==> config.mk <==
export PLATFORM = sky130hd
export DESIGN_NAME = smbios_system_uuid_extractor_flat
export DESIGN_NICKNAME = d
export VERILOG_FILES = /design/src/hdl/smsu_pkg.sv /design/src/hdl/smsu_if.sv /design/src/hdl/smbios_system_uuid_extractor.sv /design/src/hdl/smsu_parser.sv /design/src/flat_wrapper.sv
export SDC_FILE = /design/constraint.sdc
export NUM_CORES = 1
export LEC_CHECK = 0
export ABC_AREA = 1
export BUFFER_PORTS_ARGS = -buffer_cell sky130_fd_sc_hd__buf_2
export CAP_MARGIN = 20
export CORE_MARGIN = 4
export CORE_UTILIZATION = 55
export CTS_CLUSTER_SIZE = 14
export DETAILED_ROUTE_END_ITERATION = 12
export PLACE_DENSITY = 0.74
export SLEW_MARGIN = 15
export SYNTH_ARGS = -nofsm -noshare
export SYNTH_HDL_FRONTEND = slang
export SYNTH_SLANG_ARGS = --single-unit
==> constraint.sdc <==
create_clock -name clk_i -period 9.1 [get_ports clk_i]
set_clock_uncertainty 0.1 [all_clocks]
set_input_delay 2.275 -clock clk_i [delete_from_list [all_inputs] [get_ports clk_i]]
set_output_delay 2.275 -clock clk_i [all_outputs]
set_load 0.005 [all_outputs]
==> src/hdl/smsu_pkg.sv <==
// Package for the SMBIOS system UUID extractor.
// Holds widths, phase codes, parse constants and the result record.
// No dependencies.
package smsu_pkg;

  // Width of the table byte counter and saturation limit of the table length
  localparam int OFFSET_BITS = 32;
  localparam int OFF_W       = OFFSET_BITS;
  // Table length field in the header is four bytes
  localparam int SIZE_W      = 32;
  localparam logic [SIZE_W-1:0] SIZE_MAX = SIZE_W'((64'd1 << OFFSET_BITS) - 64'd1);

  localparam int BYTE_W = 8;
  localparam int UUID_W = 128;
  localparam int HALF_W = 64;

  // Parser phase codes
  localparam int PH_W = 3;
  localparam logic [PH_W-1:0] PH_HEADER  = 3'd0;
  localparam logic [PH_W-1:0] PH_TYPE    = 3'd1;
  localparam logic [PH_W-1:0] PH_LENGTH  = 3'd2;
  localparam logic [PH_W-1:0] PH_AREA    = 3'd3;
  localparam logic [PH_W-1:0] PH_STRINGS = 3'd4;
  localparam logic [PH_W-1:0] PH_DONE    = 3'd5;

  // Structure parsing constants
  localparam logic [BYTE_W-1:0] UUID_TYPE         = 8'h01;
  localparam logic [BYTE_W-1:0] UUID_MIN_LEN      = 8'h19;
  localparam logic [BYTE_W-1:0] MIN_STRUCT_LEN    = 8'h04;
  localparam logic [BYTE_W-1:0] HEADER_LEN        = 8'h08;
  localparam logic [BYTE_W-1:0] SIZE_FIELD_START  = 8'h04;
  localparam logic [BYTE_W-1:0] TARGET_AREA_BYTES = 8'd22;
  localparam logic [BYTE_W-1:0] UUID_BYTES        = 8'd16;
  // Type and length bytes are part of the formatted area
  localparam logic [BYTE_W-1:0] TYPE_LEN_BYTES    = 8'd2;

  // One result record
  typedef struct packed {
    logic              found;
    logic [HALF_W-1:0] uuid_upper;
    logic [HALF_W-1:0] uuid_lower;
  } res_t;

endpackage

==> src/hdl/smsu_if.sv <==
// Channel interfaces for the SMBIOS system UUID extractor.
// Input channel carries buffer bytes, output channel carries results.
// No dependencies.
interface smsu_in_if;
  logic       valid;
  logic       ready;
  logic [7:0] data_byte;
  logic       last_byte;

  modport source (output valid, output data_byte, output last_byte, input ready);
  modport sink   (input valid, input data_byte, input last_byte, output ready);
endinterface

interface smsu_out_if;
  logic        valid;
  logic        ready;
  logic        found;
  logic [63:0] uuid_upper;
  logic [63:0] uuid_lower;

  modport source (output valid, output found, output uuid_upper, output uuid_lower,
                  input ready);
  modport sink   (input valid, input found, input uuid_upper, input uuid_lower,
                  output ready);
endinterface

==> src/hdl/smbios_system_uuid_extractor.sv <==
// Top level of the SMBIOS system UUID extractor.
// Depends on smsu_pkg, smsu_if (smsu_in_if, smsu_out_if) and smsu_parser.
//
// Usage:
//   in_i  carries the raw SMBIOS buffer, one byte per transfer, from offset
//         zero; last_byte marks the final byte of a buffer.
//   out_o carries at most one result per buffer: found with the 16 UUID bytes
//         (byte 0 in the top of uuid_upper), or found = 0 with zero UUID.
//   The first type-1 structure with length >= 0x19 supplies the UUID; table
//   end, a remainder under four bytes or buffer end gives not-found.
// Timing:
//   One byte per cycle sustained while results on out_o are taken. A byte is
//   held in the input register, is parsed there by the state logic and its
//   result lands in the result register, from which it is offered on out_o.
// Reset:
//   rst_ni clears the valid flags of both registers and returns the parser to the header phase.
//   After the final byte of a buffer the parser re-arms the same way.
// Back-pressure:
//   While a result waits on out_o, one more byte is still taken into the input
//   register; in_i.ready then drops until the result is transferred.
module smbios_system_uuid_extractor (
  input  logic              clk_i,
  input  logic              rst_ni,
  smsu_in_if.sink           in_i,
  smsu_out_if.source        out_o
);
  import smsu_pkg::*;

  logic              in_valid_q;
  logic [BYTE_W-1:0] in_data_q;
  logic              in_last_q;
  logic              out_valid_q;
  res_t              out_res_q;
  logic              step;
  logic              emit;
  res_t              res;

  // Parse a held byte once the result register has room
  assign step       = in_valid_q && (!out_valid_q || out_o.ready);
  assign in_i.ready = !in_valid_q || step;

  smsu_parser u_parser (
    .clk_i       (clk_i),
    .rst_ni      (rst_ni),
    .step_i      (step),
    .data_byte_i (in_data_q),
    .last_byte_i (in_last_q),
    .emit_o      (emit),
    .result_o    (res)
  );

  // Input register
  always_ff @(posedge clk_i or negedge rst_ni) begin
    if (!rst_ni) begin
      in_valid_q <= 1'b0;
    end else if (in_i.ready) begin
      in_valid_q <= in_i.valid;
    end
  end

  always_ff @(posedge clk_i) begin
    if (in_i.ready && in_i.valid) begin
      in_data_q <= in_i.data_byte;
      in_last_q <= in_i.last_byte;
    end
  end

  // Result register
  always_ff @(posedge clk_i or negedge rst_ni) begin
    if (!rst_ni) begin
      out_valid_q <= 1'b0;
    end else if (step && emit) begin
      out_valid_q <= 1'b1;
    end else if (out_o.ready) begin
      out_valid_q <= 1'b0;
    end
  end

  always_ff @(posedge clk_i) begin
    if (step && emit) begin
      out_res_q <= res;
    end
  end

  assign out_o.valid      = out_valid_q;
  assign out_o.found      = out_res_q.found;
  assign out_o.uuid_upper = out_res_q.uuid_upper;
  assign out_o.uuid_lower = out_res_q.uuid_lower;

endmodule

==> src/hdl/smsu_parser.sv <==
// Byte-wise SMBIOS table walker: holds the parse state, advances it by one
// byte per step and flags the result that a byte completes.
// Depends on smsu_pkg.
module smsu_parser (
  input  logic                                 clk_i,
  input  logic                                 rst_ni,
  input  logic                                 step_i,
  input  logic [smsu_pkg::BYTE_W-1:0]          data_byte_i,
  input  logic                                 last_byte_i,
  output logic                                 emit_o,
  output smsu_pkg::res_t                       result_o
);
  import smsu_pkg::*;

  logic [PH_W-1:0]   phase_q, phase_d;
  logic [OFF_W-1:0]  offset_q, offset_d;
  logic [SIZE_W-1:0] size_q, size_d;
  logic [BYTE_W-1:0] area_q, area_d;
  logic              target_q, target_d;
  logic              prev_zero_q, prev_zero_d;
  logic [UUID_W-1:0] uuid_q, uuid_d;

  logic [OFF_W-1:0]  off_inc;
  logic [SIZE_W-1:0] hdr_size;
  logic [SIZE_W-1:0] sat_size;
  logic [BYTE_W-1:0] area_dec;
  logic [BYTE_W-1:0] len_eff;
  logic [UUID_W-1:0] uuid_shift;
  logic              in_table;
  logic              emit;
  logic              hit;

  // Shared arithmetic
  assign off_inc  = offset_q + OFF_W'(1);
  assign hdr_size = (offset_q >= OFF_W'(SIZE_FIELD_START)) ?
                    {data_byte_i, size_q[SIZE_W-1:BYTE_W]} : size_q;
  assign sat_size = ((hdr_size >> OFFSET_BITS) != '0) ? SIZE_MAX : hdr_size;
  assign area_dec = (area_q != '0) ? area_q - 8'd1 : '0;
  assign len_eff  = (data_byte_i < MIN_STRUCT_LEN) ? MIN_STRUCT_LEN : data_byte_i;
  assign in_table = (phase_q != PH_HEADER) && (phase_q != PH_DONE);
  // UUID with the current byte shifted in
  assign uuid_shift = {uuid_q[UUID_W-BYTE_W-1:0], data_byte_i};

  // Next-state logic for one byte
  always_comb begin
    phase_d     = phase_q;
    offset_d    = offset_q;
    size_d      = size_q;
    area_d      = area_q;
    target_d    = target_q;
    prev_zero_d = prev_zero_q;
    uuid_d      = uuid_q;
    emit        = 1'b0;
    hit         = 1'b0;

    if (step_i) begin
      unique case (phase_q)
        PH_HEADER: begin
          size_d   = hdr_size;
          offset_d = off_inc;
          if (off_inc >= OFF_W'(HEADER_LEN)) begin
            size_d   = sat_size;
            offset_d = '0;
            phase_d  = PH_TYPE;
            if (sat_size < SIZE_W'(MIN_STRUCT_LEN)) emit = 1'b1;
          end
        end
        PH_TYPE: begin
          offset_d = off_inc;
          target_d = (data_byte_i == UUID_TYPE);
          phase_d  = PH_LENGTH;
        end
        PH_LENGTH: begin
          offset_d = off_inc;
          if (target_q && (data_byte_i >= UUID_MIN_LEN)) begin
            area_d = TARGET_AREA_BYTES;
            uuid_d = '0;
          end else begin
            target_d = 1'b0;
            area_d   = len_eff - TYPE_LEN_BYTES;
          end
          phase_d = PH_AREA;
        end
        PH_AREA: begin
          offset_d = off_inc;
          // UUID bytes are the last sixteen of the target's area
          if (target_q && (area_q <= UUID_BYTES)) begin
            uuid_d = uuid_shift;
          end
          area_d = area_dec;
          if (area_dec == '0) begin
            if (target_q) begin
              emit = 1'b1;
              hit  = 1'b1;
            end else begin
              phase_d     = PH_STRINGS;
              prev_zero_d = 1'b0;
            end
          end
        end
        PH_STRINGS: begin
          offset_d = off_inc;
          if ((data_byte_i == '0) && prev_zero_q) begin
            prev_zero_d = 1'b0;
            phase_d     = PH_TYPE;
            // Too few bytes left for another structure
            if (({1'b0, off_inc} + (OFF_W+1)'(MIN_STRUCT_LEN)) >
                {1'b0, size_q[OFF_W-1:0]}) begin
              emit = 1'b1;
            end
          end else begin
            prev_zero_d = (data_byte_i == '0);
          end
        end
        PH_DONE: begin
        end
        default: begin
        end
      endcase

      // Table end reached inside the walk
      if (in_table && !emit && (off_inc >= size_q[OFF_W-1:0])) emit = 1'b1;

      if (emit) phase_d = PH_DONE;

      // Buffer end: not-found if nothing given yet, then re-arm
      if (last_byte_i) begin
        if (!emit && (phase_q != PH_DONE)) emit = 1'b1;
        phase_d     = PH_HEADER;
        offset_d    = '0;
        size_d      = '0;
        area_d      = '0;
        target_d    = 1'b0;
        prev_zero_d = 1'b0;
        uuid_d      = '0;
      end
    end
  end

  // Result record for the byte being stepped; a hit always ends on a shifted byte
  always_comb begin
    emit_o              = emit;
    result_o.found      = hit;
    result_o.uuid_upper = hit ? uuid_shift[UUID_W-1:HALF_W] : '0;
    result_o.uuid_lower = hit ? uuid_shift[HALF_W-1:0] : '0;
  end

  // State registers
  always_ff @(posedge clk_i or negedge rst_ni) begin
    if (!rst_ni) begin
      phase_q     <= PH_HEADER;
      offset_q    <= '0;
      size_q      <= '0;
      area_q      <= '0;
      target_q    <= 1'b0;
      prev_zero_q <= 1'b0;
      uuid_q      <= '0;
    end else begin
      phase_q     <= phase_d;
      offset_q    <= offset_d;
      size_q      <= size_d;
      area_q      <= area_d;
      target_q    <= target_d;
      prev_zero_q <= prev_zero_d;
      uuid_q      <= uuid_d;
    end
  end

endmodule

==> src/flat_wrapper.sv <==
// flat-port wrapper written by rule: the top's interface ports become plain ports
module smbios_system_uuid_extractor_flat import smsu_pkg::*;
  (clk_i, rst_ni, in_i_valid, in_i_data_byte, in_i_last_byte, in_i_ready, out_o_valid, out_o_found, out_o_uuid_upper, out_o_uuid_lower, out_o_ready);
  smsu_in_if in_i_i ();
  smsu_out_if out_o_i ();
  input  logic clk_i;
  input  logic rst_ni;
  input wire logic [$bits(in_i_i.valid)-1:0] in_i_valid;
  input wire logic [$bits(in_i_i.data_byte)-1:0] in_i_data_byte;
  input wire logic [$bits(in_i_i.last_byte)-1:0] in_i_last_byte;
  output wire logic [$bits(in_i_i.ready)-1:0] in_i_ready;
  output wire logic [$bits(out_o_i.valid)-1:0] out_o_valid;
  output wire logic [$bits(out_o_i.found)-1:0] out_o_found;
  output wire logic [$bits(out_o_i.uuid_upper)-1:0] out_o_uuid_upper;
  output wire logic [$bits(out_o_i.uuid_lower)-1:0] out_o_uuid_lower;
  input wire logic [$bits(out_o_i.ready)-1:0] out_o_ready;
  assign in_i_i.valid = in_i_valid;
  assign in_i_i.data_byte = in_i_data_byte;
  assign in_i_i.last_byte = in_i_last_byte;
  assign in_i_ready = in_i_i.ready;
  assign out_o_valid = out_o_i.valid;
  assign out_o_found = out_o_i.found;
  assign out_o_uuid_upper = out_o_i.uuid_upper;
  assign out_o_uuid_lower = out_o_i.uuid_lower;
  assign out_o_i.ready = out_o_ready;
  smbios_system_uuid_extractor u_core (.clk_i(clk_i), .rst_ni(rst_ni), .in_i(in_i_i), .out_o(out_o_i));
endmodule
# Word level (Yosys, flattened, before mapping)
# Index checks and enable logic that the tools add are counted.
# W data, S select, Z words.
# op_classes
magnitude_cmp	8
mux	47
eq_ne	15
n_reduce_logical	36
addsub	4
# op_table
cell	n
$mux W120	3
$pmux W120 S2	1
$mux W32	5
$pmux W32 S2	1
$add A32 B3 Y33 const B	1
$gt A33 B32 Y1	1
$add A32 B1 Y32 const B	1
$ge A32 B3 Y1 const B	1
$ge A32 B32 Y1	1
$ge A32 B4 Y1 const B	1
$lt A32 B3 Y1 const B	1
$mux W8	4
$mux W1	22
$mux W3	6
$logic_not A8 Y1	2
$ne A4 B3 Y1 const B	4
$pmux W8 S2	1
$ne A3 B2 Y1 const B	5
$pmux W3 S5	1
$reduce_bool A3 Y1	5
$logic_and A1 B1 Y1	10
$eq A8 B1 Y1 const B	1
$ge A8 B5 Y1 const B	1
$le A8 B5 Y1 const B	1
20 further kinds	30
# word_totals
register_bits	337
out_inout_bits	131

# Longest topological paths before layout
# depth
word_depth	19
depth_mapped	36

# Modules after synthesis
# A second synthesis with hierarchy kept.
# unflattened
cells_unflattened	1805
hier_area_um2	16814.9
# by_module_without_submodules
mod	area_each_um2	cells_per_inst	instances
smsu_parser	12564.6	1652	1
smbios_system_uuid_extractor	4250.3	153	1

# Worst setup path after synthesis
# No wires, ideal clock.
# synth_timing
kind	flip-flop to flip-flop
start	register u_core.u_parser.offset_q[0]
end	register u_core.out_res_q, in the netlist u_core.out_o.found, enable pin
setup_ns	0.482
path_buffers	0
setup_slack_ns	2.580
required_time_ns	8.518
path_stages_with_launch	30
t_arrival_ns	5.937
synth_period_minus_slack_ns	6.520
path_cell_list	dfrtp_1 ha_1 xor2_1 inv_2 nor3_4 nand3_2 nor3_4 nand2_2 nor2_2 nand3_2 nor3_4 nand2_2 xor2_1 ha_1 nand4_1 a21oi_1 nor2_1 nand2_1 nand2_1 nand2_1 nand2_1 nand2_1 nand2_1 nand2_1 nand2_1 nand2_1 nand2_1 nand4_1 nand2_1 inv_1
# synth_between
elab_chain_len	18
# synth_lines
item	line	text
start: declaration	smsu_parser.sv:16	logic [OFF_W-1:0] offset_q, offset_d;
start signal: assignment	smsu_parser.sv:160	offset_q <= offset_d;
$add A32 B1 Y32 or $ge A32 B3 Y1 (tied branches)	smsu_parser.sv:34, smsu_parser.sv:35	
$add A32 B3 Y33 or $mux W32 (tied branches)	smsu_parser.sv:107, smsu_parser.sv:35	
$gt A33 B32 Y1 or $lt A32 B3 Y1 (tied branches)	smsu_parser.sv:107, smsu_parser.sv:65	
$mux W1 (on tied branches)	smsu_parser.sv:107, smsu_parser.sv:65	
$mux W1 (on tied branches)	smsu_parser.sv:103, smsu_parser.sv:61	
$pmux W1 S3	smsu_parser.sv:57	unique case (phase_q)
$mux W1	smsu_parser.sv:56	if (step_i) begin
$logic_not A1 Y1	smsu_parser.sv:122	if (in_table && !emit && (off_inc >= size_q[OFF_W-1:0])) emit = 1'b1;
$logic_and A1 B1 Y1 (2 in a row)	smsu_parser.sv:122	
$mux W1 (*)	smsu_parser.sv:122	
$mux W1 (*)	smsu_parser.sv:56	
$logic_not A1 Y1	smsu_parser.sv:128	if (!emit && (phase_q != PH_DONE)) emit = 1'b1;
$logic_and A1 B1 Y1	smsu_parser.sv:128	
$mux W1	smsu_parser.sv:128	
$mux W1 (*)	smsu_parser.sv:127	if (last_byte_i) begin
$mux W1 (*)	smsu_parser.sv:56	
$logic_and A1 B1 Y1 (*)	smbios_system_uuid_extractor.sv:80	if (step && emit) begin
end signal: assignment	smbios_system_uuid_extractor.sv:81	out_res_q <= res;
end: declaration	smbios_system_uuid_extractor.sv:33	res_t out_res_q;
# Every way passes the cells marked *; elsewhere a longest branch is shown, timed or not. The select of a mux whose other input is x is not followed.
# A chain may end at the register's enable or synchronous reset.

# Final worst setup path
# layout_timing
start	register u_core.u_parser.offset_q[0]
end	register u_core.out_res_q, in the netlist u_core.out_o.uuid_lower[4], enable pin
# Same word-level chain as after synthesis.

==> impl_metrics.py <==
metrics = {
    "worst_setup_path": {
        "path_class": "flop to flop",
        "reg2reg_from": "u_core.u_parser.offset_q[0]",
        "worstSetupEndpointType": "flop",
        "worstRegToRegCells": 30,
        "startpoint_type": "flop",
        "cpPeakStageDelay_ns": 0.70,
        "cp_data_arrival_time_ns": 6.15,
        "path_max_fanout": 77,
        "crit_path_top_delay_cell": "inv_4",
        "crit_required_ns": 9.15,
        "r2r_setup_slack_ns": 2.99,
        "crit_path_frequent_cell": "nand2_1",
        "r2r-end": "u_core.out_o.uuid_lower[4]",
    },
    "floorplanning": {
        "rows": 64,
        "fp.dieArea_um2": 34100,
        "die_h_um": 185,
        "coreArea_um2": 30700,
        "start_util": 0.560,
        "num_io_pins": 144,
        "die_w_um": 185,
    },
    "logic_synthesis": {
        "synth_top_family_by_area": "simple AND/OR/NAND/NOR gates",
        "ys_seq_area_frac": 0.531,
        "yosysTopAreaCell": "dfrtp_1",
        "syn_nets": 1997,
        "synthTopCellsByArea": "dfrtp_1 (29%), edfxtp_1 (24%), inv_1 (6.5%), nand2_1 (5.9%), nor2_1 (5.3%)",
        "synth_ff_type": "dfrtp_1",
        "yosysMostFrequentCell": "inv_1",
        "synth_area_per_cell_um2": 8.97,
        "synth.mux.area_fraction": 0,
        "syn_inst": 1916,
        "synth_fa_ha_area_frac": 0.0495,
        "synth_cell_types": 48,
        "synth_compound_gate_area_share": 0.100,
        "synth_edf_count": 138,
        "synth-async-reset-ratio": 0.591,
        "syn_area_um2": 17200,
        "yosys.area_share.xor_xnor": 0.0218,
        "synthDominantCellAreaShare": 0.290,
        "synth_seq_cells": 337,
        "yosys_warnings": 0,
        "synthTopCellsByCount": "inv_1 (298), nand2_1 (271), nor2_1 (242)",
        "synthSimpleGateAreaFrac": 0.206,
    },
    "worst_hold_path": {
        "hold_end": "u_core.u_parser.uuid_q[31]",
        "hold_path.class": "flop to flop",
        "hold_path_depth": 2,
        "hp-start": "u_core.u_parser.uuid_q[23]",
    },
    "detailed_routing": {
        "routed_wl_um": 43000,
        "antenna_left": 0,
        "vias": 13777,
        "first_iter_violations": 1453,
        "remaining_drc_errors": 0,
        "drtPass1Iterations": 8,
        "wire_per_inst_um": 17.5,
        "routed_via_density": 5.61,
    },
    "final_layout": {
        "fin_cells": 2454,
        "antennaDiodeCount": 0,
        "nets": 2113,
        "design_area_um2": 19300,
        "syn_to_final_growth_pct": 12.5,
        "drive_above_1_share": 0.143,
    },
    "flow_run": {
        "drv_cap": 0,
    },
    "timing": {
        "rsz0062_at_grt": "false",
        "hold_viol": 0,
        "slew_headroom": 0.281,
        "finalSetupTns_ns": 0,
        "fin_hold_ws_ns": 0.409,
        "worst_slew_pin_slew_ns": 1.08,
        "period_needed_ns": 6.11,
        "setup_violations": 0,
        "maxSlewViolCount": 0,
        "fmax_mhz": 164,
        "period_share": 0.671,
    },
    "clock_tree": {
        "root_buffer": "clkbuf_16",
        "clkLatencyLatePin_ns": 0.53,
        "path_clk_slew_ns": 0.06,
        "cts_tree": "done",
        "numCtsBuffers": 36,
        "htreeDepth": 2,
        "ctsHoldBuffers": 0,
        "post_cts_buffers": 0,
        "cts.sink_count": 337,
        "cts_resized": 0,
        "clk_path_buf_depth": 3,
    },
    "power_and_ir_drop": {
        "p_per_area_nw_per_um2": 293,
        "p_leak_uw": 0.00857,
        "vdd_drop_max_mv": 0.193,
        "clkPwrFrac": 0.266,
        "p_int_uw": 3530,
        "p_sw_uw": 2140,
        "pwr-share-seq": 0.378,
        "p_comb_frac": 0.356,
        "switching_share": 0.377,
    },
    "grt": {
        "grt_pass1_wl_um": 69300,
        "grt_pass1_vias": 13372,
        "grt_util_all_layers": 0.250,
        "gr-total-overflow": 0,
        "grt_max_degree": 241,
        "antenna_found_initial": 0,
    },
    "placed_design": {
        "gp_congestion": 0.961,
        "hpwl_um": 30000,
        "dp_cells": 2390,
        "placed_area_um2": 18100,
        "io_buffers": 143,
    },
    "status": {
        "outcome": "finished, final reports clean",
    },
}
worst max-delay path, delay by kind of cell (launching register included):
kind | cells | cell delay, ns
compound gates | 2 | 0.27
fa+ha+maj | 2 | 0.62
flops | 1 | 0.42
simple gates | 21 | 2.27
buf+inv | 4 | 1.56
xor+xnor | 1 | 0.33
per-layer routing:
layer	share of wire	GRT usage	routed length, µm
met5	0	0	0
met4	0.033	0.0834	1430
met1	0.43	0.360	18300
met2	0.46	0.395	19800
met3	0.079	0.0387	3410
worst max-delay path by stage:
stage,slack (ns),cells after the start,end,start
6_report,2.99,30,u_core.out_o.uuid_lower[4],u_core.u_parser.offset_q[0]
5_1_grt,2.45,30,u_core.out_o.uuid_upper[5],u_core.u_parser.offset_q[0]
4_1_cts,3.07,30,u_core.out_o.uuid_lower[61],u_core.u_parser.offset_q[0]
3_5_place_dp,3.12,30,u_core.out_o.uuid_lower[61],u_core.u_parser.offset_q[0]
3_3_place_gp,3.30,30,u_core.out_o.uuid_lower[62],u_core.u_parser.offset_q[0]
2_1_floorplan,2.58,29,u_core.out_o.found,u_core.u_parser.offset_q[0]
placed cells by master (no fill, tap or decap), types with 2 or more instances in the layout:
cell type / synthesis / final
edfxtp_1: 138 / 138
buf_2: 17 / 142
nand3_2: 5 / 5
clkbuf_1: 38 / 6
inv_1: 298 / 297
nand3_1: 170 / 170
o21ai_1: 8 / 8
o21ai_0: 175 / 175
nand2_1: 271 / 270
a41oi_1: 2 / 2
clkbuf_16: 0 / 36
nor4_1: 2 / 2
a211oi_1: 4 / 4
buf_4: 3 / 7
nor3_2: 13 / 13
nor3_1: 27 / 27
ha_1: 68 / 68
o221a_2: 2 / 2
bufinv_16: 0 / 4
o22ai_2: 16 / 16
xor2_2: 2 / 2
nand4_1: 25 / 25
nand2_4: 1 / 2
clkbuf_8: 0 / 9
xor2_1: 38 / 38
o211ai_1: 3 / 3
nand2_2: 15 / 15
a31oi_1: 5 / 5
nor3_4: 3 / 3
clkinvlp_4: 0 / 3
clkinv_1: 1 / 4
o22ai_1: 45 / 45
inv_2: 12 / 12
dfrtp_1: 199 / 199
nor2_1: 242 / 240
nor2_2: 8 / 9
nor2_4: 3 / 4
a21oi_1: 30 / 30
stage by stage:
| step | setup WS [ns] | power [µW] | utilization |
|---|---|---|---|
| finish | 2.99 | 5670 | 0.631 |
| global route | 2.45 | 6040 | 0.631 |
| CTS | 3.07 | 5690 | 0.631 |
| detailed placement | 3.12 | 4160 | 0.591 |
| global placement | 3.30 | 4120 | 0.591 |
| floorplan | 2.58 | 3470 | - |
logic make-up after synthesis:
kind of cell	Yosys count
adders and majority gates	68
DFF	337
buffers and inverters	384
xor gates and xnor gates	41
AOI/OAI and AO/OA	296
and+or+nand+nor	790
final cells by class:
cell class,instances,area (µm²)
well taps,396,495
clock buffers,50,1030
repair buffers,151,797
inverters,311,1170
clock inverters,14,193
multi-input cells,1195,6530
fillers,2555,11300
flip-flops and latches,337,9120
power groups by stage:
stage	clock, µW	sequential, µW	combinational [µW]
after floorplan	0	2180	1280
after global placement	0	2150	1960
after detailed placement	0	2160	2000
after CTS	1530	2140	2010
after global routing	1610	2170	2260
final	1510	2140	2020
state kept, by name, summed over array words and instances (netlist names), 3 cells and up:
name and flops:
u_core.u_parser.offset_q 32, u_core.out_o.uuid_lower 64, u_core.out_o.uuid_upper 64, u_core.u_parser.area_q 8
u_core.in_data_q 8, u_core.u_parser.phase_q 3, u_core.u_parser.uuid_q 120, u_core.u_parser.size_q 32
No activity file was read; power rests on OpenSTA's default activity.
